`config.mk`:
```
export PLATFORM = sky130hd
export DESIGN_NAME = utf8_style_varint_decoder_flat
export DESIGN_NICKNAME = d
export VERILOG_FILES = /design/src/hw/rtl/uvd_pkg.sv /design/src/hw/rtl/uvd_stream_if.sv /design/src/hw/rtl/uvd_step.sv /design/src/hw/rtl/utf8_style_varint_decoder.sv /design/src/flat_wrapper.sv
export SDC_FILE = /design/constraint.sdc
export NUM_CORES = 1
export LEC_CHECK = 0
export BUFFER_PORTS_ARGS = -buffer_cell sky130_fd_sc_hd__buf_2
export CORE_ASPECT_RATIO = 0.7
export CORE_UTILIZATION = 37
export CTS_BUF_LIST = sky130_fd_sc_hd__clkbuf_4
export DETAILED_ROUTE_END_ITERATION = 12
export GPL_TIMING_DRIVEN = 0
export PLACE_DENSITY_LB_ADDON = 0.3
export SLEW_MARGIN = 20
export SYNTH_ARGS = -nofsm -noshare
export SYNTH_HDL_FRONTEND = slang
export SYNTH_HIERARCHICAL = 1
export SYNTH_SLANG_ARGS = --single-unit
```
`constraint.sdc`:
```
create_clock -name clk -period 4.8 [get_ports clk]
set_input_delay 0.48 -clock clk [delete_from_list [all_inputs] [get_ports clk]]
set_output_delay 0.48 -clock clk [all_outputs]
set_load 0.03 [all_outputs]
```
`src/hw/rtl/uvd_pkg.sv`:
```
// Package with the item types, status codes and byte-range constants of the varint decoder.
`default_nettype none

package uvd_pkg;

  typedef enum logic [1:0] {
    STATUS_OK       = 2'd0,
    STATUS_STRAY    = 2'd1,
    STATUS_BAD_LEAD = 2'd2,
    STATUS_OVERLONG = 2'd3
  } status_t;

  localparam int unsigned VALUE_W = 21;
  localparam int unsigned COUNT_W = 3;

  // Upper bounds of the byte classes.
  localparam logic [7:0] ASCII_MAX    = 8'h7F;
  localparam logic [7:0] CONT_MAX     = 8'hBF;
  localparam logic [7:0] LEAD2_MAX    = 8'hDF;
  localparam logic [7:0] LEAD3_MAX    = 8'hEF;
  localparam logic [7:0] LEAD4_MAX    = 8'hF7;

  // Payload masks of lead and continuation bytes.
  localparam logic [7:0] CONT_MASK    = 8'h3F;
  localparam logic [7:0] LEAD2_MASK   = 8'h1F;
  localparam logic [7:0] LEAD3_MASK   = 8'h0F;
  localparam logic [7:0] LEAD4_MASK   = 8'h07;

  // Largest value that is overlong for each sequence length.
  localparam logic [VALUE_W-1:0] FLOOR2 = 21'h00007F;
  localparam logic [VALUE_W-1:0] FLOOR3 = 21'h0007FF;
  localparam logic [VALUE_W-1:0] FLOOR4 = 21'h00FFFF;

  localparam logic [COUNT_W-1:0] LEN1 = 3'd1;
  localparam logic [COUNT_W-1:0] LEN2 = 3'd2;
  localparam logic [COUNT_W-1:0] LEN3 = 3'd3;
  localparam logic [COUNT_W-1:0] LEN4 = 3'd4;

  typedef struct packed {
    logic [7:0] in_byte;
  } in_item_t;

  typedef struct packed {
    logic [VALUE_W-1:0] value;
    status_t            status;
    logic [COUNT_W-1:0] byte_count;
  } out_item_t;

  typedef struct packed {
    logic [1:0]         bytes_owed;
    logic [COUNT_W-1:0] seq_length;
    logic [VALUE_W-1:0] partial_value;
  } dec_state_t;

endpackage

`default_nettype wire

```
`src/hw/rtl/uvd_stream_if.sv`:
```
// Valid/ready stream interface carrying one payload per transaction.
`default_nettype none

interface uvd_stream_if #(
  parameter type payload_t = logic
);
  logic     valid;
  logic     ready;
  payload_t data;

  modport source (output valid, output data, input ready);
  modport sink (input valid, input data, output ready);
endinterface

`default_nettype wire

```
`src/hw/rtl/uvd_step.sv`:
```
// Combinational decode of one byte against the current sequence state.
`default_nettype none

module uvd_step (
  input  uvd_pkg::dec_state_t state,
  input  logic [7:0]          in_byte,
  output uvd_pkg::dec_state_t state_next,
  output logic                emit,
  output uvd_pkg::out_item_t  item
);
  import uvd_pkg::*;

  logic [VALUE_W-1:0] shifted;
  logic [VALUE_W-1:0] floor_val;

  assign shifted = {state.partial_value[VALUE_W-7:0], in_byte[5:0] & CONT_MASK[5:0]};

  always_comb begin
    priority if (state.seq_length == LEN2) begin
      floor_val = FLOOR2;
    end else if (state.seq_length == LEN3) begin
      floor_val = FLOOR3;
    end else begin
      floor_val = FLOOR4;
    end
  end

  always_comb begin
    state_next      = state;
    emit            = 1'b0;
    item.value      = '0;
    item.status     = STATUS_OK;
    item.byte_count = LEN1;
    if (state.bytes_owed == 2'd0) begin
      priority if (in_byte <= ASCII_MAX) begin
        emit       = 1'b1;
        item.value = VALUE_W'(in_byte);
      end else if (in_byte <= CONT_MAX) begin
        emit        = 1'b1;
        item.status = STATUS_STRAY;
      end else if (in_byte <= LEAD2_MAX) begin
        state_next.bytes_owed    = 2'd1;
        state_next.seq_length    = LEN2;
        state_next.partial_value = VALUE_W'(in_byte & LEAD2_MASK);
      end else if (in_byte <= LEAD3_MAX) begin
        state_next.bytes_owed    = 2'd2;
        state_next.seq_length    = LEN3;
        state_next.partial_value = VALUE_W'(in_byte & LEAD3_MASK);
      end else if (in_byte <= LEAD4_MAX) begin
        state_next.bytes_owed    = 2'd3;
        state_next.seq_length    = LEN4;
        state_next.partial_value = VALUE_W'(in_byte & LEAD4_MASK);
      end else begin
        emit        = 1'b1;
        item.status = STATUS_BAD_LEAD;
      end
    end else if (state.bytes_owed == 2'd1) begin
      // Last continuation byte: close the sequence and return to idle.
      state_next      = '0;
      emit            = 1'b1;
      item.byte_count = state.seq_length;
      if (shifted > floor_val) begin
        item.value = shifted;
      end else begin
        item.status = STATUS_OVERLONG;
      end
    end else begin
      state_next.bytes_owed    = state.bytes_owed - 2'd1;
      state_next.partial_value = shifted;
    end
  end

endmodule

`default_nettype wire

```
`src/hw/rtl/utf8_style_varint_decoder.sv`:
```
// Top level of the UTF-8 style variable-length integer decoder.
// Throughput: one byte per cycle while each result is taken as it appears; a result left waiting
// holds the input off until it is taken, since there is one result register.
// Latency: a result is valid in the cycle after the transaction of its last byte.
// Reset (synchronous, active high) returns the decoder to idle and drops any
// pending result.
`default_nettype none

module utf8_style_varint_decoder (
  input  logic         clk,
  input  logic         rst,
  uvd_stream_if.sink   byte_stream,
  uvd_stream_if.source result
);
  import uvd_pkg::*;

  dec_state_t state;
  dec_state_t state_next;
  logic       step_emit;
  out_item_t  step_item;
  logic       out_valid;
  out_item_t  out_item;
  logic       accept;

  // The decoder takes a byte whenever the result register is empty or is being
  // emptied in the same cycle, so a full register never blocks a free output.
  assign byte_stream.ready = !out_valid || result.ready;
  assign accept            = byte_stream.valid && byte_stream.ready;

  uvd_step u_step (
    .state      (state),
    .in_byte    (byte_stream.data.in_byte),
    .state_next (state_next),
    .emit       (step_emit),
    .item       (step_item)
  );

  // Sequence state: owed byte count, sequence length and the partial value.
  always_ff @(posedge clk) begin
    if (rst) begin
      state <= '0;
    end else if (accept) begin
      state <= state_next;
    end
  end

  // Result register. A byte that does not close a sequence leaves it empty;
  // the previous result has then been taken, since accepting needs ready.
  always_ff @(posedge clk) begin
    if (rst) begin
      out_valid <= 1'b0;
    end else if (accept) begin
      out_valid <= step_emit;
    end else if (result.ready) begin
      out_valid <= 1'b0;
    end
  end

  always_ff @(posedge clk) begin
    if (accept && step_emit) begin
      out_item <= step_item;
    end
  end

  assign result.valid = out_valid;
  assign result.data  = out_item;

endmodule

`default_nettype wire

```
`src/flat_wrapper.sv`:
```
// flat-port wrapper written by rule: the top's interface ports become plain ports
module utf8_style_varint_decoder_flat import uvd_pkg::*;
  (clk, rst, byte_stream_valid, byte_stream_data, byte_stream_ready, result_valid, result_data, result_ready);
  uvd_stream_if #(.payload_t(in_item_t)) byte_stream_i ();
  uvd_stream_if #(.payload_t(out_item_t)) result_i ();
  input  logic clk;
  input  logic rst;
  input wire logic [$bits(byte_stream_i.valid)-1:0] byte_stream_valid;
  input wire logic [$bits(byte_stream_i.data)-1:0] byte_stream_data;
  output wire logic [$bits(byte_stream_i.ready)-1:0] byte_stream_ready;
  output wire logic [$bits(result_i.valid)-1:0] result_valid;
  output wire logic [$bits(result_i.data)-1:0] result_data;
  input wire logic [$bits(result_i.ready)-1:0] result_ready;
  assign byte_stream_i.valid = byte_stream_valid;
  assign byte_stream_i.data = byte_stream_data;
  assign byte_stream_ready = byte_stream_i.ready;
  assign result_valid = result_i.valid;
  assign result_data = result_i.data;
  assign result_i.ready = result_ready;
  utf8_style_varint_decoder u_core (.clk(clk), .rst(rst), .byte_stream(byte_stream_i), .result(result_i));
endmodule
```
==> summary.txt, run 1 <==
Status
  – Outcome: finished, final reports clean

Worst setup path
  – Critical Path Start: u_core/state[22]
  – Arrival time worst endpoint: ~2.8 ns
  – Worst Reg2Reg Path Length in Cells: 8
  – Critical Path RT: 5.04 ns
  – Setup CP Type: register to register
  – Worst R2R Setup Slack: ~2.2 ns
  – Max FO, Critical Path: 10
  – Setup crit end: u_core/result.data[7]
  – Worst setup SP type: register
  – Worst reg2reg path endpoint: u_core/result.data[7]
  – Worst setup EP type: register
  – RR Startpoint: u_core/state[22]

Yosys
  – Syn nets: around 260
  – Synth Cell Area: ~2600 um^2
  – Syn_area_per_cell: 10.66 um^2
  – Synth warn: 6
  – Syn Inst Count: roughly 240

Detailed routing
  – Post-DRT Antenna Nets: 0
  – DRC: 0
  – Total wire length: approximately 6000 um
  – Via density: approximately 5.3
  – Routed length per instance: 15.71 um
  – Drt initial violations: approximately 170
  – First-pass DRT Iterations: 4
  – Via count: approximately 2000

Die
  – Initial core utilization: about two fifths
  – Full die area: around 7300 um^2
  – Die height: around 70 um
  – Rows: 25
  – Io pins: 40
  – Core area: 6756 um^2
  – Die Width: 102 um

Placement
  – Placer congestion estimate: between 0.8 and 0.9
  – Final HPWL DP: approximately 4400 um
  – PortBufs: 36
  – Placed instance count: 373

Power
  – Leak Pwr: between 0.001 and 0.0015 uW
  – Pwr per Cell Area: 334.8 nW/um^2
  – IR Drop Worst-Case VDD: 0.1300 mV

STA
  – Relative slew slack: between 50% and 60%
  – Setup TNS: 0 ns
  – Clock Skews: ~0.017 ns
  – Achievable Freq: roughly 390 MHz
  – Max-slew violations: 0
  – Period utilization: about 54%
  – Final Hold Violating Endpoints: 0
  – RSZ-0062 raised after global routing: false
  – Min cycle time layout: 2.582 ns
  – Endpoints failing setup: 0
  – Slew @ Worst Pin: approximately 0.75 ns

Global routing
  – Largest net degree at the start of global routing: 27
  – All-Layer GR Usage: 17.13%
  – GRT met1 Usage: 27.18%
  – Congestion Overflow GR: 0
  – Vias in the first global route: between 1500 and 2000
  – Met2 usage: roughly a quarter
  – First-pass GRT wire length: ~9700 um
  – GR peak layer: met1
  – Initial antenna violation count: 0
  – Grt met3 use: 3.565%

CTS
  – Clock buffer depth: 2
  – CTS tree: yes
  – CTS Root Cell: clkbuf_4
  – Clock latency at the later pin of the worst-skew pair: about 0.37 ns
  – Post-cts sizing count: 0
  – Max H-tree Level: 2
  – Clock Pin Slew Worst Setup and Hold Paths: 0.16 ns
  – Hold_buf cts: 0
  – Post CTS Setup Buffer Count: 0
  – TritonCTS Sinks: between 40 and 50
  – Total CTS buffers: 5

Layout
  – Most frequent cells in the layout: buf_2 (38), edfxtp_1 (26), nand2b_1 (22), dfxtp_1 (21), nand4b_1 (20)
  – Nets: 305
  – Most common cell after layout, fill and taps aside: buf_2
  – Area growth, synth to finish: 15.02%
  – Final Non-Filler Cells: ~380
  – Number of diodes: 0
  – Share of layout cells above drive strength 1: a little over a quarter

Run
  – Max Cap Violations: 0

Min path
  – Worst hold path type: input port to register
## power by group
| part | internal (uW) | switching (uW) | leakage (uW) |
|---|---|---|---|
| sequential | 468 | 17.9 | 0.000422 |
| combinational | 83.1 | 177 | 0.000659 |
| clock | 111 | 140 | 0.0000418 |
## state kept, by name, summed over array words and instances (netlist names)
signal and count:
u_core/result.data 26, u_core/result.valid 1, u_core/state 20
## through the flow
step | util [%] | hold slack (ns) | power (uW) | instance area, um^2 | setup slack, ns
2_1_floorplan | - | 0.4618 | 681.2 | 2590 | 1.966
3_3_place_gp | 42.74 | 0.4942 | 749.4 | 2888 | 1.139
3_5_place_dp | 42.85 | 0.5044 | 753.8 | 2895 | 2.213
4_1_cts | 44.09 | 0.3945 | 1006 | 2979 | 2.177
5_1_grt | 44.09 | 0.4102 | 1045 | 2979 | 2.049
6_report | 44.09 | 0.4105 | 997.3 | 2979 | 2.218
## cell type report
type	instances	area (um^2)
buffer	23	126.4
clock buffer	5	37.54
clock inverter	3	46.29
fill	677	3777
inverter	6	22.52
multi-input combinational	167	1247
sequential	47	1201
tap	94	117.6
timing repair buffer	36	180.2
## worst min-delay path by stage
stage | from | end | slack, ns | cells after the start
finish | byte_stream_valid | u_core/state[25] | 0.41 | 3
CTS | byte_stream_valid | u_core/state[25] | 0.39 | 3
floorplan | u_core/state[25] | u_core/state[25] | 0.46 | 2
global placement | u_core/state[25] | u_core/state[25] | 0.49 | 2
detailed placement | u_core/state[25] | u_core/state[25] | 0.50 | 2
global route | byte_stream_valid | u_core/state[25] | 0.41 | 3
## routing by layer
layer	share of wire (%)	wire length, um	up-vias
li1	-	-	987
met1	53	3163	982
met2	40	2401	64
met3	6.2	374	5
met4	0.75	45	0
met5	0	0	-
## worst max-delay path, stage by stage (launching register included)
cell       delay [ns]
dfxtp_1          0.43
nor2b_1          0.39
ha_1             0.21
inv_1            0.05
o32ai_1          0.42
a2111oi_4        0.08
nor3_2           0.52
buf_6            0.22
o21a_1           0.14
(Power assumes the default switching activity.)
==> run 2, diff against run 1 <==
==> constraint.sdc (replaced) <==
create_clock -name clk -period 2.6 [get_ports clk]
set_input_delay 0.26 -clock clk [delete_from_list [all_inputs] [get_ports clk]]
set_output_delay 0.26 -clock clk [all_outputs]
set_load 0.03 [all_outputs]
==> summary.txt, run 2 (same netlist as run 1, synthesis figures left out) <==
Worst setup path
  – Arrival time worst endpoint: 2.57 ns (-0.25 ns)
  – Slowest stage delay, CP: 0.45 ns (-0.07 ns)
  – Max FO, Critical Path: 10 (unchanged)
  – Critical Path RT: 2.74 ns (-2.30 ns)
  – Worst setup EP type: register
  – Slowest CP cell: dfxtp_1
  – Worst path buffer plus inverter count: 1 (-1)
  – Setup CP Type: register to register
  – Cell family with most CP delay: simple AND/OR/NAND/NOR gates
  – Worst setup SP type: register
  – Crit path cell chain: nor2b_2 > ha_1 > nand3_1 > nor2_1 > a2111oi_4 > nor3_4 > buf_6 > o21a_1

STA
  – Clock Skews: 0.01866 ns (+0.001757 ns)
  – Hold WS: 0.2081 ns (-0.2024 ns)
  – RSZ-0062 raised after global routing: false
  – Min cycle time layout: 2.425 ns (-0.1568 ns)
  – Worst Slack Setup Final: 0.1749 ns (-2.043 ns)
  – Slew @ Worst Pin: 0.7535 ns (+0.008306 ns)
  – Achievable Freq: 412.4 MHz (+6.5%)
  – Final Hold Violating Endpoints: 0 (unchanged)
  – Endpoints failing setup: 0 (unchanged)
  – Relative slew slack: 49.66% (-0.55 points)
  – Period utilization: 93.27% (+39 points)
  – Max-slew violations: 0 (unchanged)
  – Setup TNS: 0 ns (unchanged)

Layout
  – Most frequent cells in the layout: buf_2 (38), edfxtp_1 (26), nand2b_1 (22), dfxtp_1 (21), nand4b_1 (20)
  – Max reg flops: 26 (unchanged)
  – Number of diodes: 0 (unchanged)
  – Share of layout cells above drive strength 1: 26.83% (+0.35 points)
  – Most common cell after layout, fill and taps aside: buf_2
  – Area growth, synth to finish: 15.36%
  – Nets: 305 (unchanged)

Power
  – IR Drop Worst-Case VDD: 0.2172 mV (+67%)
  – Leak Pwr: 0.001127 uW (+0.34%)
  – Pwr per Cell Area: 615.5 nW/um^2 (+84%)
  – Pwr Total: 1839 uW (+84%)

Placement
  – Pre-CTS setup slack: 0.02242 ns (-2.191 ns)
  – Placer congestion estimate: 0.7871 (-4.8%)
  – Final HPWL DP: 4377 um (+0.20%)
  – PortBufs: 36 (unchanged)

CTS
  – CTS tree: yes
  – Clock Pin Slew Worst Setup and Hold Paths: 0.15 ns (about the same)
  – Clock latency at the later pin of the worst-skew pair: 0.37 ns (about the same)
  – Clock buffer depth: 2 (unchanged)
  – Max H-tree Level: 2 (unchanged)
  – CTS Root Cell: clkbuf_4
  – TritonCTS Sinks: 47 (unchanged)
  – Post CTS Setup Buffer Count: 0 (unchanged)
  – Total CTS buffers: 5 (unchanged)

Global routing
  – First-pass GRT wire length: 9956 um (+3.0%)
  – Largest net degree at the start of global routing: 27 (unchanged)
  – Initial antenna violation count: 0 (unchanged)
  – Congestion Overflow GR: 0 (unchanged)
  – All-Layer GR Usage: 17.83% (+0.70 points)
  – Vias in the first global route: 1889 (+3.2%)

Detailed routing
  – Via count: 2021 (-0.83%)
  – Routed length per instance: 15.75 um (+0.28%)
  – DRC: 0 (unchanged)
  – Post-DRT Antenna Nets: 0 (unchanged)
  – Via density: 5.304 (-0.83%)
  – Drt initial violations: 177 (+6.0%)
  – Total wire length: 6002 um (+0.28%)
  – First-pass DRT Iterations: 4 (unchanged)

Min path
  – Worst hold path type: input port to register

Die
  – Rows: 25 (unchanged)
  – Die height: 72 um (unchanged)
  – Core area: 6756 um^2 (unchanged)
  – Io pins: 40 (unchanged)
  – Die Width: 102 um (unchanged)
  – Initial core utilization: 38.33% (unchanged)
  – Full die area: 7344 um^2 (unchanged)

Run
  – Max Cap Violations: 0 (unchanged)

Status
  – Outcome: finished, final reports clean
-- run 2: through the flow --
step	utilization, %	std cells	instance area, um^2
global placement	42.78	373	2890
floorplan	-	243	2592
finish	44.22	381	2988
detailed placement	42.85	373	2895
CTS	44.19	381	2985
global route	44.22	381	2988
-- run 2: worst reg2reg max path, stage by stage, from the launching register on --
cell and delay (ns):
dfxtp_1 0.45, nor2b_2 0.32, ha_1 0.31, nand3_1 0.11, nor2_1 0.09, a2111oi_4 0.44, nor3_4 0.14, buf_6 0.17
o21a_1 0.19
-- run 2: per-layer routing --
| metal | vias to the layer above | share of wire, % | global-route usage, % | wire length (um) |
|---|---|---|---|---|
| li1 | 983 | - | - | - |
| met1 | 965 | 50 | 26.48 | 3027 |
| met2 | 69 | 41 | 26.32 | 2466 |
| met3 | 4 | 7.7 | 3.757 | 463 |
| met4 | 0 | 0.73 | 4.286 | 44 |
| met5 | - | 0 | 0 | 0 |
-- run 2: final cells by class --
class / count / area [um^2]
fillers: 672 / 3769
multi-input cells: 167 / 1256
flip-flops and latches: 47 / 1201
repair buffers: 36 / 180.2
plain buffers: 23 / 126.4
well taps: 94 / 117.6
clock inverters: 3 / 46.29
clock buffers: 5 / 37.54
inverters: 6 / 22.52
-- run 2: where the power goes --
| group | leakage [uW] | switching [uW] | total [uW] | internal [uW] |
|---|---|---|---|---|
| Clock | 0.0000418 | 256 | 462 | 206 |
| Combinational | 0.000663 | 326 | 480 | 154 |
| Sequential | 0.000422 | 33.6 | 897 | 864 |
| Total | 0.00113 | 616 | 1840 | 1220 |
-- run 2: what timing repair did --
| item | 4_1_cts | 5_1_grt |
|---|---|---|
| resized for setup | 1 | 1 |
| hold buffers | 0 | 0 |
| pin swaps | 0 | 0 |
| setup endpoints to repair | 10 | 10 |
-- run 2: final timing paths --
check | start | end | slack (ns) | cells past startpoint
max | u_core/state[22] | u_core/result.data[8] | 0.17 | 8
min | byte_stream_valid | u_core/state[25] | 0.21 | 3
max reg2reg | u_core/state[22] | u_core/result.data[8] | 0.17 | 8
min reg2reg | u_core/state[25] | u_core/state[25] | 0.52 | 2
==> run 3, diff against run 2 <==
--- a/config.mk
+++ b/config.mk
@@ -6,6 +6,8 @@
 export NUM_CORES = 1
 export LEC_CHECK = 0
 export BUFFER_PORTS_ARGS = -buffer_cell sky130_fd_sc_hd__buf_2
+export CELL_PAD_IN_SITES_DETAIL_PLACEMENT = 1
+export CELL_PAD_IN_SITES_GLOBAL_PLACEMENT = 2
 export CORE_ASPECT_RATIO = 0.7
 export CORE_UTILIZATION = 37
 export CTS_BUF_LIST = sky130_fd_sc_hd__clkbuf_4
==> summary.txt, run 3 (same netlist as run 1, synthesis figures left out) <==
CTS
  – Clock latency at the later pin of the worst-skew pair: 0.38 ns (about the same)
  – Hold_buf cts: 0 (unchanged)
  – CTS tree: yes
  – Total CTS buffers: 5 (unchanged)
  – Clock buffer depth: 2 (unchanged)
  – Max H-tree Level: 2 (unchanged)
  – Clock Pin Slew Worst Setup and Hold Paths: 0.16 ns (about the same)
  – TritonCTS Sinks: 47 (unchanged)
  – CTS Root Cell: clkbuf_4

STA
  – Period utilization: 91.65% (-1.6 points)
  – Relative slew slack: 46.88% (-2.8 points)
  – Max-slew violations: 0 (unchanged)
  – Slew @ Worst Pin: 0.7951 ns (+0.04150 ns)
  – Final Hold Violating Endpoints: 0 (unchanged)
  – Setup TNS: 0 ns (unchanged)
  – Hold WS: 0.1784 ns (-0.02969 ns)
  – RSZ-0062 raised after global routing: false
  – Achievable Freq: 419.6 MHz (+1.8%)
  – Endpoints failing setup: 0 (unchanged)
  – Min cycle time layout: 2.383 ns (-0.04211 ns)
  – Clock Skews: 0.01839 ns (-0.0002649 ns)

Die
  – Io pins: 40 (unchanged)
  – Full die area: 7344 um^2 (unchanged)
  – Die height: 72 um (unchanged)
  – Core area: 6756 um^2 (unchanged)
  – Rows: 25 (unchanged)
  – Initial core utilization: 38.33% (unchanged)
  – Die Width: 102 um (unchanged)

Global routing
  – Largest net degree at the start of global routing: 27 (unchanged)
  – Congestion Overflow GR: 0 (unchanged)
  – Initial antenna violation count: 0 (unchanged)
  – All-Layer GR Usage: 19.76% (+1.9 points)
  – First-pass GRT wire length: 10910 um (+9.6%)
  – Vias in the first global route: 1997 (+5.7%)

Detailed routing
  – DRC: 0 (unchanged)
  – Post-DRT Antenna Nets: 0 (unchanged)
  – Drt initial violations: 109 (-38%)
  – Via count: 2047 (+1.3%)
  – Via density: 5.373 (+1.3%)
  – Total wire length: 6780 um (+13%)
  – First-pass DRT Iterations: 4 (unchanged)
  – Routed length per instance: 17.80 um (+13%)

Worst setup path
  – Max FO, Critical Path: 10 (unchanged)
  – Worst setup SP type: register
  – Critical Path RT: 2.74 ns (about the same)
  – Arrival time worst endpoint: 2.52 ns (-0.05 ns)
  – Setup CP Type: register to register
  – Worst setup EP type: register

Layout
  – Final core occ: 44.31% (+0.093 points)
  – Max reg flops: 26 (unchanged)
  – Area growth, synth to finish: 15.60%
  – Nets: 305 (unchanged)
  – Most common cell after layout, fill and taps aside: buf_2
  – Final Non-Filler Cells: 381 (unchanged)
  – Multi-input logic area: 1261 um^2 (+0.40%)
  – Register Area: 1201 um^2 (unchanged)
  – Filler Cell Count: 777 (+16%)
  – Share of layout cells above drive strength 1: 26.83% (unchanged)
  – Most frequent cells in the layout: buf_2 (38), edfxtp_1 (26), nand2b_1 (22), dfxtp_1 (21), nand4b_1 (20)
  – Number of diodes: 0 (unchanged)

Power
  – IR Drop Worst-Case VDD: 0.2688 mV (+24%)
  – Pwr per Cell Area: 620.9 nW/um^2 (+0.87%)
  – Leak Pwr: 0.001132 uW (+0.42%)
  – Pwr Total: 1859 uW (+1.1%)

Placement
  – PortBufs: 36 (unchanged)
  – Placed instance count: 373 (unchanged)
  – Placer congestion estimate: 0.7651 (-2.8%)
  – Final HPWL DP: 5019 um (+15%)

Min path
  – Worst hold path type: input port to register

Status
  – Outcome: finished, final reports clean

Run
  – Max Cap Violations: 0 (unchanged)
==> run 3: changes by cell type in the layout (fill, tap and decap cells not counted), sizes merged <==
cell and change:
clkinv +1, clkinvlp -1
==> run 3: layout make-up <==
| class | count | share of cell area [%] |
|---|---|---|
| multi-input cells | 167 | 42.12 |
| inverters | 6 | 0.7522 |
| plain buffers | 23 | 4.221 |
| well taps | 94 | 3.928 |
| repair buffers | 36 | 6.018 |
| clock buffers | 5 | 1.254 |
| flip-flops and latches | 47 | 40.12 |
| clock inverters | 3 | 1.588 |
==> run 3: critical path, cell delays in order (launching register included) <==
cell       delay [ns]
dfxtp_1          0.45
nor2b_4          0.27
ha_1             0.28
a21oi_1          0.18
o32ai_1          0.14
a2111oi_4        0.33
nor3_4           0.13
buf_6            0.17
o21a_1           0.18
==> run 3: timing repair <==
action                                  in CTS  in global routing
buffers inserted                             0                  0
resized for setup                            1                  2
endpoints found under the setup margin      11                 13
==> run 3: path summary, 6_finish.rpt <==
kind / start / end / slack, ns / cells after the start
setup / recovery: u_core/state[22] / u_core/result.data[6] / 0.22 / 8
hold / removal: byte_stream_valid / u_core/state[23] / 0.18 / 3
setup reg to reg: u_core/state[22] / u_core/result.data[6] / 0.22 / 8
hold reg to reg: u_core/state[25] / u_core/state[25] / 0.53 / 2
==> run 3: per-layer routing <==
metal  global-route usage, %  wire, um  part of all wire [%]  vias to the layer above
met2                   29.68      3017                    44                       36
met1                   29.39      3483                    51                     1016
met5                       0         0                     0                        -
met4                   5.079        46                  0.68                        0
met3                   3.276       233                   3.4                        4
li1                        -         -                     -                      991
==> run 3: metrics by stage <==
stage	instance area (um^2)	setup WS [ns]
3_3_place_gp	2890	-0.2058
5_1_grt	2994	0.05940
6_report	2994	0.2170
2_1_floorplan	2592	0.4456
4_1_cts	2983	0.01093
3_5_place_dp	2895	-0.08876
==> run 3: power breakdown <==
part	switching, uW	internal (uW)
clock network	264	208
registers	36.0	864
logic	332	155
